<file path="config.mk">
export PLATFORM = sky130hd
export DESIGN_NAME = cht_hash
export DESIGN_NICKNAME = d
export VERILOG_FILES = /design/src/hw/rtl/cht_pkg.sv /design/src/hw/rtl/cht_hash.sv
export SDC_FILE = /design/constraint.sdc
export NUM_CORES = 1
export LEC_CHECK = 0
export BUFFER_PORTS_ARGS = -buffer_cell sky130_fd_sc_hd__buf_2
export CAP_MARGIN = 20
export CORE_UTILIZATION = 30
export CTS_BUF_LIST = sky130_fd_sc_hd__clkbuf_8
export DETAILED_ROUTE_END_ITERATION = 10
export MAX_ROUTING_LAYER = met4
export SETUP_SLACK_MARGIN = 0.05
export SLEW_MARGIN = 25
export SYNTH_ARGS = -nofsm -noshare
export SYNTH_HDL_FRONTEND = slang
export SYNTH_SLANG_ARGS = --single-unit
</file>
<file path="constraint.sdc">
create_clock -name aclk -period 8.7 [get_ports aclk]
set_input_delay 0.435 -clock aclk [delete_from_list [all_inputs] [get_ports aclk]]
set_output_delay 0.435 -clock aclk [all_outputs]
set_load 0.03 [all_outputs]
</file>
<file path="src/hw/rtl/cht_pkg.sv">
package cht_pkg;

    localparam int NUM_BUCKETS = 256;
    localparam int NUM_NODES   = 256;
    localparam int BKT_W  = $clog2(NUM_BUCKETS);
    localparam int NODE_W = $clog2(NUM_NODES);
    localparam int LINK_W = NODE_W + 1;
    localparam int CNT_W  = NODE_W + 1;
    localparam int STEP_W = NODE_W + 1;
    localparam logic [31:0] HASH_MUL = 32'h045d9f3b;
    localparam int HASH_SHIFT = 16;
    localparam logic [LINK_W-1:0] NULL_LINK = LINK_W'(NUM_NODES);

    localparam logic [2:0] OP_SET    = 3'd0;
    localparam logic [2:0] OP_HAS    = 3'd1;
    localparam logic [2:0] OP_GET    = 3'd2;
    localparam logic [2:0] OP_REMOVE = 3'd3;
    localparam logic [2:0] OP_UPDATE = 3'd4;

    localparam logic [1:0] ST_OK       = 2'd0;
    localparam logic [1:0] ST_NOTFOUND = 2'd1;
    localparam logic [1:0] ST_FULL     = 2'd2;

    typedef struct packed {
        logic [2:0]  opcode;
        logic [31:0] key_in;
        logic [31:0] value_in;
    } in_word_t;

    typedef struct packed {
        logic [1:0]  status;
        logic        found;
        logic [31:0] value_out;
        logic        map_empty;
    } out_word_t;

    typedef enum logic [3:0] {
        S_IDLE, S_HASH, S_HWAIT, S_HEAD, S_RD, S_CHK, S_LINK,
        S_UNLINK, S_DONE, S_OUT
    } state_t;

    // Hash unit control and status.
    typedef struct packed {
        logic        start;
        logic [31:0] key;
    } hash_req_t;

    typedef struct packed {
        logic             done;
        logic [BKT_W-1:0] bucket;
    } hash_rsp_t;

endpackage

</file>
<file path="src/hw/rtl/cht_hash.sv">
module cht_hash (
    input  logic              aclk,
    input  logic              aresetn,
    input  cht_pkg::hash_req_t req,
    output cht_pkg::hash_rsp_t rsp
);
    // One xor-shift and one registered multiply per round, shared over two rounds.
    logic [31:0] x_reg, x_next;
    logic [2:0]  ph_reg, ph_next;
    logic [31:0] mixed;

    assign mixed = (x_reg >> cht_pkg::HASH_SHIFT) ^ x_reg;

    always_comb begin
        x_next  = x_reg;
        ph_next = ph_reg;
        if (req.start) begin
            x_next  = req.key;
            ph_next = 3'd1;
        end else if (ph_reg == 3'd1 || ph_reg == 3'd2) begin
            x_next  = mixed * cht_pkg::HASH_MUL;
            ph_next = ph_reg + 3'd1;
        end else if (ph_reg == 3'd3) begin
            x_next  = mixed;
            ph_next = 3'd4;
        end else begin
            ph_next = 3'd0;
        end
    end

    always_ff @(posedge aclk) begin
        if (!aresetn) begin
            ph_reg <= 3'd0;
        end else begin
            ph_reg <= ph_next;
        end
        x_reg <= x_next;
    end

    assign rsp.done   = (ph_reg == 3'd4);
    assign rsp.bucket = x_reg[cht_pkg::BKT_W-1:0];
endmodule

</file>
# Word-level counts from Yosys, hierarchy flattened
# Index checks and enable logic that the tools add are counted.
[op_classes]
add_sub_neg = 1
multipliers = 1
eq_ne = 4
n_mux = 6
bitwise_logic = 2
reduce_logical = 3
[op_table]
columns = ["operator", "count"]
rows = [
  ["32-bit 2-to-1 mux", 3],
  ["32-bit by 27-bit multiplier with 32-bit output (second input constant)", 1],
  ["16-bit by 32-bit bitwise XOR with 32-bit output", 1],
  ["3-bit by 2-bit equality test with 1-bit output (second input constant)", 2],
  ["3-bit 2-to-1 mux", 2],
  ["3-bit by 1-bit adder with 3-bit output (second input constant)", 1],
  ["3-bit by 1-bit equality test with 1-bit output (second input constant)", 1],
  ["3-bit equality test (second input constant)", 1],
  ["3-bit nonzero test", 1],
  ["2-bit OR reduction", 1],
  ["1-bit logical OR", 1],
  ["1-bit 2-to-1 mux", 1],
  ["1-bit NOT", 1],
]
[word_totals]
ff_bits = 35
output_inout_bits = 9
wordCells = 20

# Longest topological paths before layout
# Gate-level depths: netlist of run 1.
[logic_depth]
word_depth = 4
mapped_depth = 25
depth_no_buf = 25

# Worst setup path before layout of run 1
# OpenSTA, ideal clock, no wires.
[synth_path]
path_kind = "reg-to-reg"
from = "reg x_reg[20]"
to = "reg x_reg[23] (data pin)"
setup_time_ns = 0.257
arrival_time_ns = 6.346
setup_slack_ns = 2.097
path_stages_with_launch = 22
n_path_buf = 0
period_less_slack_ns = 6.603
cell_sequence = "edfxtp_1 > xnor2_1 > inv_1 > ha_1 > ha_1 > or2_2 > ha_1 > fa_1 > ha_1 > fa_1 > fa_1 > inv_1 > fa_1 > inv_1 > ha_1 > a211o_1 > nor4_1 > a211oi_1 > o211a_1 > o311ai_2 > nand3_1 > a32o_1"
[synth_between]
elab_chain_len = 4
[synth_lines]
columns = ["element", "line_no", "text"]
rows = [
  ["start: declaration", "cht_hash.sv:8", "logic [31:0] x_reg, x_next;"],
  ["start signal: assignment", "cht_hash.sv:37", "x_reg <= x_next;"],
  ["16-bit by 32-bit bitwise XOR with 32-bit output", "cht_hash.sv:12", "assign mixed = (x_reg >> cht_pkg::HASH_SHIFT) ^ x_reg;"],
  ["32-bit by 27-bit multiplier with 32-bit output", "cht_hash.sv:21", "x_next = mixed * cht_pkg::HASH_MUL;"],
  ["32-bit 2-to-1 mux", "cht_hash.sv:20", "end else if (ph_reg == 3'd1 || ph_reg == 3'd2) begin"],
  ["32-bit 2-to-1 mux", "cht_hash.sv:17", "if (req.start) begin"],
  ["via x_next[23]", "cht_hash.sv:8", ""],
]
# The timed path passes the listed nets, and every way through them passes these cells.
# A chain may end at the register's enable or synchronous reset.

# Worst setup path after layout of run 1
[layout_path]
from = "reg x_reg[16]"
to = "reg x_reg[23] (data pin)"
# Same word-level chain as after synthesis.

==> impl_metrics.py, run 1 <==
metrics = {
    "route": {
        "detail_route.wirelength_um": 32100,
        "maxUsedRoutingLayer": "met4",
        "route.antenna.remaining_nets": 0,
        "via_per_inst": 4.58,
        "drc_errors": 0,
        "post_drt_wl_per_cell_um": 18.7,
        "drtIter0Drc": 566,
        "met2RoutedLength_um": 15100,
        "routed-via-count": 7848,
        "routed-wl-met3_um": 1660,
        "m1WireLength_um": 14100,
        "detail_route.first_pass.iterations": 5,
    },
    "min_path": {
        "worst_hold_startpoint": "aresetn",
        "hold_path_depth": 2,
        "worstHoldPathType": "in2reg",
        "holdPathEnd": "ph_reg[0]",
    },
    "sta": {
        "final.setup.tns_ns": 0,
        "achievable-frequency_mhz": 124,
        "fin_crit_sh": 0.930,
        "layout_min_cycle_time_ns": 8.09,
        "worst_clock_skew_ns": 0.0220,
        "worst_slew_pin_slew_ns": 0.797,
        "number_of_endpoints_with_negative_hold_slack_in_the_final_report": 0,
        "unrepaired_setup_endpoints_after_global_routing": "no",
        "max_slew_margin": 0.468,
        "finalSetupViolations": 0,
        "hold_slack_ns": 0.386,
        "report.final.slew_viol_count": 0,
    },
    "worst_setup_path": {
        "rr_startpoint": "x_reg[16]",
        "timing.reg2reg.worst_path_depth": 23,
        "slowest_stage": "sky130_fd_sc_hd__xnor2_1",
        "timing_worst_setup_path_type": "reg2reg",
        "reg2reg_slack_ns": 0.61,
        "timing.critical_path.slowest_cell_delay_ns": 0.67,
        "worst_setup_path_end_kind": "flip-flop",
        "crit_path_cell_trace": "xnor2_1 -> inv_1 -> ha_1 -> ha_1 -> or2_2 -> ha_1 -> inv_1 -> fa_1 -> inv_1 -> ha_1 -> fa_1 -> inv_1 -> fa_1 -> fa_1 -> inv_1 -> ha_1 -> a211o_1 -> nor4_1 -> a211oi_1 -> o211a_1 -> o311ai_2 -> nand3_1 -> a32o_1",
        "crit_path_launch_type": "flip-flop",
        "worst_ep_arrival_time_ns": 8.16,
        "critical_path_fanout_max": 10,
        "critical_path.reg2reg.endpoint": "x_reg[23]",
        "cpLargestDelayFamily": "adder cells",
        "critical_path_buf_inv_count": 5,
        "worstPathRequired_ns": 8.77,
    },
    "synthesis": {
        "netlist_instances": 1197,
        "synth.ff_latch_count": 35,
        "ys_seq_area_frac": 0.0911,
        "net_count_after_synthesis": 1605,
        "synth_cell_type_count": 54,
        "synth_ff_type": "sky130_fd_sc_hd__edfxtp_1",
        "async_s_r_ff_share_synth": 0,
        "synthesized_area_per_cell_um2": 9.36,
        "synth-edff-count": 32,
        "syn-cell-area_um2": 11200,
        "count_of_warnings_emitted_by_yosys": 0,
    },
    "final_layout": {
        "commonest_non_fill_non_tap_cells_in_the_layout": "sky130_fd_sc_hd__inv_1, sky130_fd_sc_hd__fa_1, sky130_fd_sc_hd__ha_1, sky130_fd_sc_hd__xnor2_1, sky130_fd_sc_hd__nand2_1",
        "ff_latch_area_um2": 1020,
        "layout-drive-gt1-share": 0.0691,
        "antennaDiodeCount": 0,
        "leading_cell_type_in_the_layout_fill_and_taps_excluded": "sky130_fd_sc_hd__inv_1",
        "fillerInstances": 3803,
        "area_delta_synth_final_pct": 8.32,
        "multi_input_comb_area_um2": 8500,
        "layout.nets": 1652,
        "largest_register_ff_count": 32,
    },
    "global_routing": {
        "grt_max_degree": 43,
        "first_global_vias": 8590,
        "grt.overflow.total": 0,
        "antenna_found_initial": 0,
        "grt_pass1_wl_um": 50600,
        "track_usage": 0.184,
    },
    "clock_tree": {
        "cts-hold-fix-buffers": 0,
        "cts_tree": "yes",
        "post_cts_buffers": 0,
        "tritoncts_num_sinks": 35,
        "clk_pin_slew_worst_paths_ns": 0.08,
        "post_cts_resize_count": 0,
        "clock_h_tree_levels": 2,
        "clk_buf_depth": 2,
        "clock_latency_ns": 0.32,
        "cts-buffers-inserted": 5,
        "cts.root.buffer_cell": "sky130_fd_sc_hd__clkbuf_8",
    },
    "status": {
        "outcome": "completed",
    },
    "die": {
        "die-area_um2": 38100,
        "design.core.area_um2": 36700,
        "start_util": 0.305,
        "site_row_count": 70,
        "top_level_ports": 44,
        "die_h_um": 195,
        "die_w_um": 195,
    },
    "placed_design": {
        "globalplace.congestion": 0.973,
        "place.detailed.hpwl_um": 28900,
        "number_of_i_o_port_buffers": 43,
    },
    "run": {
        "timing.max_cap.violations": 0,
    },
}
kinds of logic after synthesis:
group,Yosys count,synth area share
adder cells (fa/ha/maj),373,0.552
XOR/XNOR,97,0.0765
flip-flops,35,0.0911
multiplexers,4,0.00391
AND/OR/NAND/NOR,120,0.0481
AO/OA/AOI/OAI,127,0.0780
buffers and inverters,441,0.150
Yosys cell counts, drive strengths merged, types with 4 or more instances:
| library cell | instances | area share |
|---|---|---|
| buf | 8 | 0.0054 |
| inv | 425 | 0.14 |
| o21ai | 29 | 0.014 |
| nand3 | 5 | 0.0022 |
| xor2 | 36 | 0.029 |
| fa | 202 | 0.36 |
| nor3 | 6 | 0.0027 |
| xnor2 | 61 | 0.048 |
| o31ai | 6 | 0.0049 |
| nand2b | 5 | 0.0028 |
| a211oi | 7 | 0.0051 |
| clkbuf | 8 | 0.0027 |
| ha | 171 | 0.19 |
| or2 | 6 | 0.0034 |
| edfxtp | 32 | 0.086 |
| nor2 | 34 | 0.011 |
| a21oi | 33 | 0.015 |
| a21o | 19 | 0.013 |
| nand2 | 48 | 0.016 |
| or3 | 4 | 0.0022 |
| o21a | 8 | 0.0054 |
| a31oi | 6 | 0.0034 |
metal layers:
metal  track usage  up-vias
met4        0.0668        0
met2         0.295      227
li1              -     3660
met1         0.241     3907
met3        0.0197       54
met5             -        -
metrics by stage:
step,utilization,cells,cell area [um2],setup WS [ns]
2_1_floorplan,-,1197,11200,2.10
3_3_place_gp,0.327,1705,12000,0.783
3_5_place_dp,0.327,1705,12000,0.651
4_1_cts,0.331,1713,12100,0.620
5_1_grt,0.331,1713,12100,0.298
6_report,0.331,1713,12100,0.608
worst max path at each step:
stage | to | slack [ns] | cells after the start | startpoint
floorplan | x_reg[23] | 2.10 | 21 | x_reg[20]
detailed placement | x_reg[23] | 0.65 | 23 | x_reg[16]
finish | x_reg[23] | 0.61 | 23 | x_reg[16]
global placement | x_reg[23] | 0.78 | 24 | x_reg[16]
CTS | x_reg[23] | 0.62 | 23 | x_reg[16]
global route | x_reg[23] | 0.30 | 23 | x_reg[16]
cell type report:
type                       count  area share
inverter                     425       0.131
multi-input combinational    721       0.701
clock inverter                 2     0.00289
clock buffer                   6     0.00680
sequential                    35      0.0841
timing repair buffer          56      0.0258
tap                          468      0.0483
Power of run 1 is not shown: default switching activity piles up to over one toggle a cycle in this logic, so the estimate is an artifact.
==> run 2, diff against run 1 <==
- CTS_BUF_LIST: sky130_fd_sc_hd__clkbuf_8 -> default
==> run 2 against run 1 <==
Against the previous run: critical path depth did not move; setup slack got worse by 0.053 ns; register-to-register slack worse by 0.05 ns; highest routed layer unchanged; clock-buffer cell count unchanged; first-iteration DRC count unchanged; flip-flop and latch count unchanged; clock skew is 0.0070 ns lower.
==> impl_metrics.py, run 2 (same netlist as run 1, synthesis figures left out) <==
metrics = {
    "sta": {
        "fin_crit_sh": 0.936,
        "max_slew_margin": 0.447,
        "final.setup.tns_ns": 0,
        "report.final.slew_viol_count": 0,
        "worst_slew_pin_slew_ns": 0.828,
        "number_of_endpoints_with_negative_hold_slack_in_the_final_report": 0,
        "finalSetupViolations": 0,
        "worst_clock_skew_ns": 0.0150,
        "layout_min_cycle_time_ns": 8.14,
        "unrepaired_setup_endpoints_after_global_routing": "no",
        "achievable-frequency_mhz": 123,
    },
    "die": {
        "top_level_ports": 44,
        "die_h_um": 195,
        "die-area_um2": 38100,
        "start_util": 0.305,
        "site_row_count": 70,
        "design.core.area_um2": 36700,
        "die_w_um": 195,
    },
    "global_routing": {
        "antenna_found_initial": 0,
        "grt_max_degree": 43,
        "grt.overflow.total": 0,
        "grt_pass1_wl_um": 50600,
        "first_global_vias": 8607,
        "track_usage": 0.184,
    },
    "route": {
        "detail_route.wirelength_um": 32100,
        "routed-via-count": 7925,
        "via_per_inst": 4.63,
        "drc_errors": 0,
        "route.antenna.remaining_nets": 0,
        "post_drt_wl_per_cell_um": 18.8,
        "detail_route.first_pass.iterations": 6,
        "drtIter0Drc": 566,
    },
    "clock_tree": {
        "clock_latency_ns": 0.30,
        "post_cts_resize_count": 0,
        "cts-buffers-inserted": 5,
        "cts.root.buffer_cell": "sky130_fd_sc_hd__clkbuf_16",
        "cts_tree": "yes",
        "cts-hold-fix-buffers": 0,
        "tritoncts_num_sinks": 35,
        "post_cts_buffers": 0,
        "clock_h_tree_levels": 2,
        "clk_pin_slew_worst_paths_ns": 0.06,
        "clk_buf_depth": 2,
    },
    "placed_design": {
        "place.detailed.hpwl_um": 28900,
        "number_of_i_o_port_buffers": 43,
        "globalplace.congestion": 0.973,
        "numPlacedInstances": 1705,
    },
    "worst_setup_path": {
        "timing.critical_path.to": "x_reg[23]",
        "worstSetupStartpoint": "x_reg[16]",
        "worst_setup_path_end_kind": "flip-flop",
        "critical_path_fanout_max": 10,
        "reg2reg_slack_ns": 0.56,
        "crit_path_launch_type": "flip-flop",
        "timing.reg2reg.worst_path_depth": 23,
        "worstPathRequired_ns": 8.75,
        "rr_startpoint": "x_reg[16]",
        "worst_ep_arrival_time_ns": 8.19,
        "timing_worst_setup_path_type": "reg2reg",
        "critical_path.reg2reg.endpoint": "x_reg[23]",
    },
    "final_layout": {
        "fillerInstances": 3797,
        "leading_cell_type_in_the_layout_fill_and_taps_excluded": "sky130_fd_sc_hd__inv_1",
        "multi_input_comb_area_um2": 8500,
        "commonest_non_fill_non_tap_cells_in_the_layout": "sky130_fd_sc_hd__inv_1, sky130_fd_sc_hd__fa_1, sky130_fd_sc_hd__ha_1, sky130_fd_sc_hd__xnor2_1, sky130_fd_sc_hd__nand2_1",
        "final_cell_count_no_fill": 1713,
        "area_delta_synth_final_pct": 8.82,
        "largest_register_ff_count": 32,
        "layout.nets": 1652,
        "antennaDiodeCount": 0,
        "ff_latch_area_um2": 1020,
        "layout-drive-gt1-share": 0.0691,
    },
    "run": {
        "timing.max_cap.violations": 0,
    },
    "min_path": {
        "worstHoldPathType": "in2reg",
    },
    "status": {
        "outcome": "completed",
    },
}
## run 2: cell type report
class | count | area share
clock inverter | 2 | 0.00287
sequential | 35 | 0.0837
clock buffer | 6 | 0.0114
multi-input combinational | 721 | 0.697
tap | 468 | 0.0480
timing repair buffer | 56 | 0.0257
inverter | 425 | 0.131
## run 2: routing by layer
layer,global-route usage,up-vias,part of all wire
met5,-,-,0
met4,0.0700,0,0.041
met3,0.0226,53,0.058
met2,0.294,242,0.47
met1,0.238,3964,0.43
li1,-,3666,-
## run 2: how the worst min path moves through the flow
stage | startpoint | end | depth (start not counted)
after floorplan | ph_reg[0] | ph_reg[0] | 2
after global placement | ph_reg[0] | ph_reg[0] | 2
after detailed placement | ph_reg[0] | ph_reg[0] | 2
after CTS | aresetn | ph_reg[0] | 2
after global routing | aresetn | ph_reg[0] | 2
final | aresetn | ph_reg[0] | 2
## run 2: critical path, cell delays in order, from the launching register on
cell                       delay [ns]
sky130_fd_sc_hd__edfxtp_1        0.60
sky130_fd_sc_hd__xnor2_1         0.66
sky130_fd_sc_hd__inv_1           0.48
sky130_fd_sc_hd__ha_1            0.57
sky130_fd_sc_hd__ha_1            0.25
sky130_fd_sc_hd__or2_2           0.32
sky130_fd_sc_hd__ha_1            0.34
sky130_fd_sc_hd__inv_1           0.07
sky130_fd_sc_hd__fa_1            0.50
sky130_fd_sc_hd__inv_1           0.04
sky130_fd_sc_hd__ha_1            0.18
sky130_fd_sc_hd__fa_1            0.48
sky130_fd_sc_hd__inv_1           0.06
sky130_fd_sc_hd__fa_1            0.45
sky130_fd_sc_hd__fa_1            0.52
sky130_fd_sc_hd__inv_1           0.04
sky130_fd_sc_hd__ha_1            0.26
sky130_fd_sc_hd__a211o_1         0.29
sky130_fd_sc_hd__nor4_1          0.58
sky130_fd_sc_hd__a211oi_1        0.25
sky130_fd_sc_hd__o211a_1         0.32
sky130_fd_sc_hd__o311ai_2        0.26
sky130_fd_sc_hd__nand3_1         0.12
sky130_fd_sc_hd__a32o_1          0.25
## run 2: stage by stage
stage	utilization	instance area, um2	hold WS [ns]	worst slack (ns)
after floorplan	-	11200	0.538	2.10
after global placement	0.327	12000	0.553	0.783
after detailed placement	0.327	12000	0.565	0.651
after CTS	0.332	12200	0.397	0.622
after global routing	0.332	12200	0.410	0.301
final	0.332	12200	0.406	0.555
Power of run 2 is left out for the same reason.
